<file path="src/hw/rtl/pn2d_pkg.sv">
package pn2d_pkg;

  // Default number of fraction bits in coordinates and in the noise value.
  localparam int FRAC_BITS_DEF = 16;
  // Integer bits of a coordinate; the grid wraps at 2**CELL_BITS.
  localparam int CELL_BITS = 8;
  // Low bits of a corner hash that select the gradient.
  localparam int HASH_BITS = 3;

  // Depth of the queue between the hash front end and the arithmetic back end.
  localparam int QDEPTH = 4;
  localparam int QPTR_W = $clog2(QDEPTH);
  localparam int QCNT_W = $clog2(QDEPTH + 1);

  typedef struct packed {
    logic [HASH_BITS-1:0] h00;
    logic [HASH_BITS-1:0] h10;
    logic [HASH_BITS-1:0] h01;
    logic [HASH_BITS-1:0] h11;
  } pn2d_hash_t;

  typedef struct packed {
    logic              full;
    logic              empty;
    logic [QCNT_W-1:0] count;
  } pn2d_qstat_t;

  localparam logic [CELL_BITS-1:0] PERM_ROM [256] = '{
    8'd151, 8'd160, 8'd137, 8'd91,  8'd90,  8'd15,  8'd131, 8'd13,
    8'd201, 8'd95,  8'd96,  8'd53,  8'd194, 8'd233, 8'd7,   8'd225,
    8'd140, 8'd36,  8'd103, 8'd30,  8'd69,  8'd142, 8'd8,   8'd99,
    8'd37,  8'd240, 8'd21,  8'd10,  8'd23,  8'd190, 8'd6,   8'd148,
    8'd247, 8'd120, 8'd234, 8'd75,  8'd0,   8'd26,  8'd197, 8'd62,
    8'd94,  8'd252, 8'd219, 8'd203, 8'd117, 8'd35,  8'd11,  8'd32,
    8'd57,  8'd177, 8'd33,  8'd88,  8'd237, 8'd149, 8'd56,  8'd87,
    8'd174, 8'd20,  8'd125, 8'd136, 8'd171, 8'd168, 8'd68,  8'd175,
    8'd74,  8'd165, 8'd71,  8'd134, 8'd139, 8'd48,  8'd27,  8'd166,
    8'd77,  8'd146, 8'd158, 8'd231, 8'd83,  8'd111, 8'd229, 8'd122,
    8'd60,  8'd211, 8'd133, 8'd230, 8'd220, 8'd105, 8'd92,  8'd41,
    8'd55,  8'd46,  8'd245, 8'd40,  8'd244, 8'd102, 8'd143, 8'd54,
    8'd65,  8'd25,  8'd63,  8'd161, 8'd1,   8'd216, 8'd80,  8'd73,
    8'd209, 8'd76,  8'd132, 8'd187, 8'd208, 8'd89,  8'd18,  8'd169,
    8'd200, 8'd196, 8'd135, 8'd130, 8'd116, 8'd188, 8'd159, 8'd86,
    8'd164, 8'd100, 8'd109, 8'd198, 8'd173, 8'd186, 8'd3,   8'd64,
    8'd52,  8'd217, 8'd226, 8'd250, 8'd124, 8'd123, 8'd5,   8'd202,
    8'd38,  8'd147, 8'd118, 8'd126, 8'd255, 8'd82,  8'd85,  8'd212,
    8'd207, 8'd206, 8'd59,  8'd227, 8'd47,  8'd16,  8'd58,  8'd17,
    8'd182, 8'd189, 8'd28,  8'd42,  8'd223, 8'd183, 8'd170, 8'd213,
    8'd119, 8'd248, 8'd152, 8'd2,   8'd44,  8'd154, 8'd163, 8'd70,
    8'd221, 8'd153, 8'd101, 8'd155, 8'd167, 8'd43,  8'd172, 8'd9,
    8'd129, 8'd22,  8'd39,  8'd253, 8'd19,  8'd98,  8'd108, 8'd110,
    8'd79,  8'd113, 8'd224, 8'd232, 8'd178, 8'd185, 8'd112, 8'd104,
    8'd218, 8'd246, 8'd97,  8'd228, 8'd251, 8'd34,  8'd242, 8'd193,
    8'd238, 8'd210, 8'd144, 8'd12,  8'd191, 8'd179, 8'd162, 8'd241,
    8'd81,  8'd51,  8'd145, 8'd235, 8'd249, 8'd14,  8'd239, 8'd107,
    8'd49,  8'd192, 8'd214, 8'd31,  8'd181, 8'd199, 8'd106, 8'd157,
    8'd184, 8'd84,  8'd204, 8'd176, 8'd115, 8'd121, 8'd50,  8'd45,
    8'd127, 8'd4,   8'd150, 8'd254, 8'd138, 8'd236, 8'd205, 8'd93,
    8'd222, 8'd114, 8'd67,  8'd29,  8'd24,  8'd72,  8'd243, 8'd141,
    8'd128, 8'd195, 8'd78,  8'd66,  8'd215, 8'd61,  8'd156, 8'd180
  };

  function automatic logic [CELL_BITS-1:0] pn2d_perm(input logic [CELL_BITS-1:0] idx);
    return PERM_ROM[idx];
  endfunction

endpackage

</file>
<file path="src/hw/rtl/pn2d_queue.sv">
module pn2d_queue #(
  parameter int DATA_W = 2 * pn2d_pkg::FRAC_BITS_DEF + $bits(pn2d_pkg::pn2d_hash_t)
) (
  input  logic                  clk,
  input  logic                  rst_n,
  input  logic                  push,
  input  logic [DATA_W-1:0]     push_data,
  input  logic                  pop,
  output logic [DATA_W-1:0]     head_data,
  output pn2d_pkg::pn2d_qstat_t stat
);
  import pn2d_pkg::*;

  logic [DATA_W-1:0] mem_r [QDEPTH];
  logic [QPTR_W-1:0] wr_ptr_r, rd_ptr_r;
  logic [QCNT_W-1:0] count_r;

  assign head_data  = mem_r[rd_ptr_r];
  assign stat.full  = (count_r == QCNT_W'(QDEPTH));
  assign stat.empty = (count_r == '0);
  assign stat.count = count_r;

  always_ff @(posedge clk) begin
    if (!rst_n) begin
      wr_ptr_r <= '0;
      rd_ptr_r <= '0;
      count_r  <= '0;
    end else begin
      if (push) begin
        wr_ptr_r <= wr_ptr_r + 1'b1;
      end
      if (pop) begin
        rd_ptr_r <= rd_ptr_r + 1'b1;
      end
      case ({push, pop})
        2'b10:   count_r <= count_r + 1'b1;
        2'b01:   count_r <= count_r - 1'b1;
        default: count_r <= count_r;
      endcase
    end
  end

  always_ff @(posedge clk) begin
    if (push) begin
      mem_r[wr_ptr_r] <= push_data;
    end
  end

endmodule

</file>
<file path="config.mk">
export PLATFORM = sky130hd
export DESIGN_NAME = pn2d_queue
export DESIGN_NICKNAME = d
export VERILOG_FILES = /design/src/hw/rtl/pn2d_pkg.sv /design/src/hw/rtl/pn2d_queue.sv
export SDC_FILE = /design/constraint.sdc
export NUM_CORES = 1
export LEC_CHECK = 0
export ABC_AREA = 1
export BUFFER_PORTS_ARGS = -buffer_cell sky130_fd_sc_hd__buf_4
export CORE_MARGIN = 4
export CORE_UTILIZATION = 50
export CTS_BUF_LIST = sky130_fd_sc_hd__clkbuf_4 sky130_fd_sc_hd__clkbuf_8
export CTS_CLUSTER_SIZE = 40
export DETAILED_ROUTE_END_ITERATION = 8
export GPL_ROUTABILITY_DRIVEN = 0
export HOLD_SLACK_MARGIN = 0.08
export PLACE_DENSITY = 0.71
export SYNTH_ARGS = -nofsm -noshare
export SYNTH_HDL_FRONTEND = slang
export SYNTH_SLANG_ARGS = --single-unit
</file>
<file path="constraint.sdc">
create_clock -name clk -period 2.4 [get_ports clk]
set_clock_uncertainty 0.2 [all_clocks]
set_input_delay 0.48 -clock clk [delete_from_list [all_inputs] [get_ports clk]]
set_output_delay 0.48 -clock clk [all_outputs]
set_load 0.01 [all_outputs]
</file>
==> impl_metrics.yaml, run 1 <==
status:
  outcome: "finished, final reports clean"
setup_path:
  crit_required_ns: 1.72
  critPathMaxFanout: 43
  cpPeakStageDelay_ns: 0.44
  worstPathArrival_ns: 1.66
  startpoint_type: "register"
  crit_chain: "buf_12, o21ai_0, o22ai_1, buf_4"
  cp-end-kind: "output port"
  worst_path_max_delay_cell: "dfxtp_4"
  path_class: "reg -> out"
pwr:
  power_density_mw_per_mm2: 724
  p_leak_uw: 0.00320
  vdd_drop_max_uv: 567
  power.total_uw: 6450
placed_design:
  pre_cts_ws_ns: 0.365
  hpwl_um: 8280
  numPortBuffers: 96
synthesis:
  syn-num-nets: 536
  netlist_area_sq_mm: 0.00705
  ys_ff_latch: 185
  syn_avg_cell_area_sq_um: 14.6
  yosysSeqAreaShare_pct: 77.5
  synth_cell_types: 23
  synth_cells: 482
  ys_warn_count: 0
die:
  die_w_um: 127
  die_h_um: 127
  core_area_sq_mm: 0.0138
  io_pins: 97
  rows: 43
  initial_utilization_pct: 51.0
  die_area_sq_mm: 0.0161
global_route:
  grt_max_degree: 45
  grt_pass1_vias: 4465
  grt_usage_pct: 18.6
  antenna_found_initial: 0
  grt_pass1_wl_um: 23000
  grt_overflow_total: 0
clock_tree:
  clk_latency_ns: 0.45
  cts_sinks: 185
  clock_path_buffers: 2
  cts_tree: "yes"
  clkTransAtPathRegs_ns: 0.09
  htreeDepth: 4
  root_buffer: "clkbuf_8"
  numCtsBuffers: 17
timing:
  timing.final.max_slew_violations: 0
  rsz0062_at_grt: "yes"
  hold_viol: 0
  hold_slack_ns: 0.156
  worst_slew_pin_slew_ns: 0.486
  setup_viol: 0
  finalCritPeriodShare_pct: 97.5
  fin_ws_ns: 0.0609
  slew_headroom_pct: 67.5
  layout_min_cycle_time_ns: 2.34
  fmax_mhz: 428
route:
  wl_per_cell_um: 18.1
  drt_iter0_drc: 307
  dr_total_vias: 4407
  routed_wl_um: 14900
  vias_per_cell: 5.34
  antenna_left: 0
  drc: 0
  firstDrtPassIters: 5
final_layout:
  fin_nets: 688
  post-route-util_pct: 64.4
  drive_above_1_share_pct: 26.8
  syn_to_final_growth_pct: 26.3
  n_antenna_cell: 0
job:
  cap_violations: 0
worst_hold_path:
  hp-class: "in -> reg"
-- cell usage after synthesis --
master / number / area [sq um]
a21oi_1: 5 / 25.0
buf_2: 18 / 90.1
buf_4: 1 / 7.51
buf_6: 3 / 33.8
buf_8: 2 / 30.0
clkbuf_2: 3 / 15.0
dfxtp_1: 9 / 180
edfxtp_1: 176 / 5290
fa_1: 1 / 20.0
ha_1: 5 / 62.6
inv_1: 15 / 56.3
inv_2: 1 / 3.75
inv_6: 1 / 8.76
nand2_1: 9 / 33.8
nand3_1: 1 / 5.00
nand4_1: 1 / 6.26
nor2_1: 81 / 304
nor2_2: 10 / 62.6
nor3_1: 2 / 10.0
o21ai_0: 87 / 435
o21ai_1: 7 / 35.0
o22ai_1: 34 / 213
o22ai_2: 10 / 125
-- cell type report --
type / instances / area (sq um)
clock inverter: 13 / 105
sequential: 185 / 5470
inverter: 17 / 76.3
tap: 180 / 225
fill: 1011 / 4920
timing repair inverter: 2 / 17.5
timing repair buffer: 158 / 1430
clock buffer: 18 / 241
multi-input combinational: 253 / 1340
-- state kept, by name, summed over array words and instances (netlist names), named ones only --
signal    cells
count_r       3
wr_ptr_r      2
mem_r       176
rd_ptr_r      2
-- metrics by stage --
| step | instance area, sq um | instances | setup TNS [ns] |
|---|---|---|---|
| final | 8900 | 826 | 0 |
| after global routing | 8900 | 826 | -0.194 |
| after CTS | 8820 | 822 | 0 |
| after detailed placement | 7990 | 745 | 0 |
| after global placement | 7990 | 745 | 0 |
| after floorplan | 7050 | 482 | 0 |
-- where the power goes --
part	leakage (uW)	switching [uW]	total [uW]	internal (uW)
registers	0.00169	41.4	3720	3680
clock network	0.000179	1050	1870	817
logic	0.00133	471	865	394
-- path summary, 6_finish.rpt --
path,startpoint,to,slack [ns],cells past startpoint
min reg2reg,rd_ptr_r[1],register,0.25,1
max reg2reg,wr_ptr_r[0],mem_r[2][10],0.60,5
min,pop,rd_ptr_r[0],0.16,4
max,register,head_data[12],0.06,4
-- cell usage in the layout, fill, tap and decap left out, types with 4 or more instances in the layout --
cell type,instances
clkbuf_8,17
inv_2,5
dfxtp_1,7
edfxtp_1,176
buf_4,102
a21oi_1,5
nand2_1,9
dlygate4sd3_1,45
o21ai_1,22
nor2_2,10
ha_1,5
buf_12,6
inv_1,11
o21ai_0,72
o22ai_2,10
inv_6,4
clkinv_2,6
o22ai_1,34
nor2_1,81
-- critical path: cells and delay by family, from the launching register on --
family	cells	cell delay, ns
buf+inv	2	0.39
flops	1	0.44
compound gates	2	0.36
-- logic make-up after synthesis --
kind of cell               count (synthesis)  share of synthesized area [%]
adders and majority gates                  6                           1.17
DFF                                      185                           77.5
AOI/OAI and AO/OA                        143                           11.8
and+or+nand+nor                          104                           5.98
buffers and inverters                     44                           3.48
-- routing by layer --
metal / GRT usage [%] / up-vias / routed length, um
li1: - / 2101 / -
met1: 23.4 / 2160 / 6040
met2: 31.4 / 132 / 7730
met3: 5.05 / 14 / 994
met4: 6.18 / 0 / 176
met5: 0 / - / 0
-- what timing repair did --
action	CTS	global route
endpoints found under the hold margin	177	0
hold buffers	45	0
pin swaps	0	1
setup buffers	0	2
resized for setup	9	22
gates cloned	1	2
setup endpoints to repair	34	23
No activity file was read; power rests on OpenSTA's default activity.
==> inputs of run 2 (changes only) <==
--- a/config.mk
+++ b/config.mk
@@ -14,6 +14,7 @@
 export DETAILED_ROUTE_END_ITERATION = 8
 export GPL_ROUTABILITY_DRIVEN = 0
 export HOLD_SLACK_MARGIN = 0.08
+export MAX_ROUTING_LAYER = met4
 export PLACE_DENSITY = 0.71
 export SYNTH_ARGS = -nofsm -noshare
 export SYNTH_HDL_FRONTEND = slang
==> impl_metrics.yaml, run 2 (synthesized netlist as in run 1, its figures left out) <==
clock_tree:
  numCtsBuffers: 17
  cts_tree: "yes"
  clkTransAtPathRegs_ns: 0.09
  root_buffer: "clkbuf_8"
  clk_latency_ns: 0.45
  htreeDepth: 4
  cts_sinks: 185
  clock_path_buffers: 2
timing:
  hold_viol: 0
  finalCritPeriodShare_pct: 98.1
  rsz0062_at_grt: "yes"
  fmax_mhz: 425
  slew_headroom_pct: 66.9
  hold_slack_ns: 0.154
  fin_tns_setup_ns: 0
  layout_min_cycle_time_ns: 2.35
  worst_slew_pin_slew_ns: 0.496
  setup_viol: 0
  timing.final.max_slew_violations: 0
die:
  initial_utilization_pct: 51.0
  core_area_sq_mm: 0.0138
  rows: 43
  die_w_um: 127
  die_h_um: 127
  io_pins: 97
  die_area_sq_mm: 0.0161
placed_design:
  hpwl_um: 8280
  dp_cells: 745
  numPortBuffers: 96
setup_path:
  cp-end-kind: "output port"
  path_class: "reg -> out"
  critPathMaxFanout: 43
  startpoint_type: "register"
  crit_required_ns: 1.72
  worstPathArrival_ns: 1.67
  r2r_cells: 5
route:
  vias_per_cell: 5.35
  wl_per_cell_um: 18.1
  drc: 0
  antenna_left: 0
  routed_wl_um: 14900
  dr_total_vias: 4420
  drt_iter0_drc: 304
  firstDrtPassIters: 4
worst_hold_path:
  min_path_cells: 4
  hp-class: "in -> reg"
job:
  cap_violations: 0
global_route:
  grt_overflow_total: 0
  grt_usage_pct: 19.1
  grt_max_degree: 45
  antenna_found_initial: 0
  grt_pass1_vias: 4467
  grt_pass1_wl_um: 23000
final_layout:
  n_antenna_cell: 0
  drive_above_1_share_pct: 26.8
  fillers: 1011
  final_common_cell: "edfxtp_1"
  reg.largest.list: "mem_r (176), count_r (3)"
  largest_reg_flops: 176
  fin_nets: 688
  layout_common_cells: "176 x edfxtp_1, 102 x buf_4, 81 x nor2_1"
  instances_no_fill: 826
  syn_to_final_growth_pct: 26.3
  regMostFlops: "mem_r"
pwr:
  vdd_drop_max_uv: 566
  p_leak_uw: 0.00320
  power_density_mw_per_mm2: 724
  power.total_uw: 6450
status:
  outcome: "finished, final reports clean"
[run 2: worst paths after layout]
check                                 start            end  slack (ns)
worst max-delay path               register  head_data[12]        0.05
worst min-delay path                    pop    rd_ptr_r[0]        0.15
worst max register to register  wr_ptr_r[0]   mem_r[2][36]        0.60
worst min register to register  rd_ptr_r[1]       register        0.25
[run 2: layer usage]
layer	GRT usage, %	routed length (um)	vias up
met3	4.29	748	19
met1	23.8	6370	2173
met2	31.4	7570	128
li1	-	-	2100
met5	-	0	-
met4	6.18	227	0
[run 2: per-stage QoR]
stage	worst slack [ns]	area, sq um	utilization, %
4_1_cts	0.00254	8820	63.8
3_3_place_gp	0.375	7990	57.8
6_report	0.0454	8900	64.4
3_5_place_dp	0.365	7990	57.8
5_1_grt	-0.0432	8900	64.4
2_1_floorplan	0.351	7050	-
[run 2: power by group]
part | internal, uW | switching (uW) | leakage (uW)
clock network | 817 | 1050 | 0.000179
logic | 394 | 473 | 0.00133
registers | 3680 | 41.4 | 0.00169
[run 2: layout make-up]
cell class	count	area [sq um]	share of cell area [%]
Multi-Input combinational cell	253	1340	15.0
Tap cell	180	225	2.53
Timing Repair inverter	2	17.5	0.197
Clock inverter	13	105	1.18
Inverter	17	76.3	0.857
Timing Repair Buffer	158	1430	16.1
Sequential cell	185	5470	61.4
Clock buffer	18	241	2.71
[run 2: worst max-delay path, stage by stage, from the launching register on]
cell and delay (ns):
dfxtp_4 0.44, buf_12 0.21, o21ai_0 0.13, o22ai_1 0.23, buf_4 0.17
[run 2: repair_timing]
item / CTS / global route
gates cloned: 1 / 2
buffers inserted: 0 / 2
pin swaps: 0 / 1
endpoints found under the setup margin: 34 / 22
endpoints found under the hold margin: 177 / 0
gates resized for setup: 9 / 22
hold buffers: 45 / 0
==> inputs of run 3 (changes only) <==
--- a/config.mk
+++ b/config.mk
@@ -7,15 +7,17 @@
 export LEC_CHECK = 0
 export ABC_AREA = 1
 export BUFFER_PORTS_ARGS = -buffer_cell sky130_fd_sc_hd__buf_4
+export CELL_PAD_IN_SITES_DETAIL_PLACEMENT = 1
+export CELL_PAD_IN_SITES_GLOBAL_PLACEMENT = 2
 export CORE_MARGIN = 4
-export CORE_UTILIZATION = 50
+export CORE_UTILIZATION = 42
 export CTS_BUF_LIST = sky130_fd_sc_hd__clkbuf_4 sky130_fd_sc_hd__clkbuf_8
 export CTS_CLUSTER_SIZE = 40
 export DETAILED_ROUTE_END_ITERATION = 8
 export GPL_ROUTABILITY_DRIVEN = 0
 export HOLD_SLACK_MARGIN = 0.08
 export MAX_ROUTING_LAYER = met4
-export PLACE_DENSITY = 0.71
+export PLACE_DENSITY_LB_ADDON = 0.1
 export SYNTH_ARGS = -nofsm -noshare
 export SYNTH_HDL_FRONTEND = slang
 export SYNTH_SLANG_ARGS = --single-unit
==> impl_metrics.yaml, run 3 (synthesized netlist as in run 1, its figures left out) <==
status:
  outcome: "finished, final reports clean"
clock_tree:
  root_buffer: "clkbuf_8"
  htreeDepth: 4
  numCtsBuffers: 17
  clk_latency_ns: 0.46
  cts_sinks: 185
  clock_path_buffers: 2
  clkTransAtPathRegs_ns: 0.10
  cts_tree: "yes"
die:
  rows: 47
  die_w_um: 138
  core_area_sq_mm: 0.0165
  die_h_um: 138
  initial_utilization_pct: 42.7
  io_pins: 97
  die_area_sq_mm: 0.0189
route:
  drc: 0
  drt_iter0_drc: 318
  routed_wl_um: 16800
  firstDrtPassIters: 4
  antenna_left: 0
  vias_per_cell: 5.12
  dr_total_vias: 4487
  wl_per_cell_um: 19.2
final_layout:
  fin_nets: 697
  final_common_cell: "edfxtp_1"
  largest_reg_flops: 176
  multi_input_area_sq_mm: 0.00139
  register_area_sq_mm: 0.00547
  n_antenna_cell: 0
  post-route-util_pct: 55.3
  drive_above_1_share_pct: 29.9
  instances_no_fill: 876
  syn_to_final_growth_pct: 29.6
  reg.largest.list: "mem_r (176), count_r (3)"
  fillers: 1608
  regMostFlops: "mem_r"
  layout_common_cells: "176 x edfxtp_1, 110 x buf_4, 81 x nor2_1"
pwr:
  p_switching_uw: 1700
  power.total_uw: 6660
  vdd_drop_max_uv: 406
  p_seq_share_pct: 55.9
  swShare_pct: 25.6
  p_leak_uw: 0.00328
  power_density_mw_per_mm2: 729
  comb_power_share_pct: 13.8
  p_int_uw: 4960
  power_frac_clock_pct: 30.3
global_route:
  grt_overflow_total: 0
  grt_max_degree: 45
  grt_busiest_layer: "met2"
  groute.layer.met2.usage_pct: 30.8
  grt_usage_pct: 18.8
  antenna_found_initial: 0
  met3_usage_pct: 4.20
  grt_pass1_vias: 4788
  grt_pass1_wl_um: 26000
  grt_use_met1_pct: 23.7
timing:
  hold_slack_ns: 0.159
  rsz0062_at_grt: "yes"
  fin_tns_setup_ns: 0
  fmax_mhz: 427
  finalCritPeriodShare_pct: 97.7
  layout_min_cycle_time_ns: 2.34
  timing.final.max_slew_violations: 0
  setup_viol: 0
  worst_slew_pin_slew_ns: 0.408
  slew_headroom_pct: 72.8
  hold_viol: 0
setup_path:
  critPathMaxFanout: 24
  crit_chain: "buf_12, o21ai_0, o22ai_1, buf_4"
  worst_path_max_delay_cell: "dfxtp_4"
  cp-end-kind: "output port"
  path_class: "reg -> out"
  worstPathArrival_ns: 1.66
  crit_required_ns: 1.72
  path_delay_family: "flip-flops"
  crit_buf_inv: 2
  startpoint_type: "register"
  cpPeakStageDelay_ns: 0.49
worst_hold_path:
  hp-class: "in -> reg"
job:
  cap_violations: 0
placed_design:
  hpwl_um: 9700
  dp_cells: 789
  numPortBuffers: 96
[run 3: changes by cell type in the layout (fill, tap and decap cells not counted), moves of 2 or more]
cell,previous run,this run
clkinv_2,6,1
o22ai_2,10,14
o21ai_2,0,8
buf_4,102,110
clkinvlp_4,2,4
inv_6,4,6
buf_6,1,3
o22ai_1,34,30
o21ai_0,72,51
o21ai_1,22,35
inv_8,0,2
[run 3: worst min-delay path: stages]
cell and delay (ns):
buf_4 0.10, nand2_1 0.04, inv_1 0.09, nor2_1 0.05
[run 3: layout make-up]
| type | count | share of cell area (%) |
|---|---|---|
| clock buffer | 18 | 2.64 |
| clock inverter | 14 | 1.53 |
| inverter | 17 | 0.972 |
| multi-input combinational | 253 | 15.2 |
| sequential | 185 | 59.9 |
| tap | 220 | 3.01 |
| timing repair buffer | 168 | 16.6 |
| timing repair inverter | 1 | 0.0959 |
[run 3: what timing repair did]
action | in CTS | in global routing
hold endpoints to repair | 177 | 0
endpoints found under the setup margin | 43 | 41
resized for setup | 12 | 57
hold buffers | 45 | 0
gates cloned | 1 | 3
setup buffers | 6 | 1
pin swaps | 0 | 3
[run 3: stage by stage]
stage / worst slack (ns) / cell area (sq um)
detailed placement: 0.328 / 8060
CTS: 0.000186 / 9000
global placement: 0.369 / 8060
floorplan: 0.351 / 7050
finish: 0.0556 / 9140
global route: -0.0378 / 9140
[run 3: worst paths after layout]
check / startpoint / endpoint / slack, ns / cells after the start
min reg2reg: rd_ptr_r[1] / rd_ptr_r[1] / 0.27 / 1
max: register / head_data[3] / 0.06 / 4
max reg2reg: wr_ptr_r[0] / mem_r[0][20] / 0.73 / 5
min: pop / rd_ptr_r[0] / 0.16 / 4
[run 3: layer usage]
layer,part of all wire [%],vias up,wire length [um]
li1,-,2121,-
met1,43,2267,7320
met2,52,89,8690
met3,4.1,10,682
met4,0.84,0,142
met5,0,-,0
[run 3: power groups by stage]
stage	combinational, uW	sequential [uW]	clock [uW]
6_report	922	3730	2020
5_1_grt	1010	3740	2230
4_1_cts	897	3720	2070
3_5_place_dp	794	3800	0
3_3_place_gp	771	3790	0
2_1_floorplan	390	3790	0
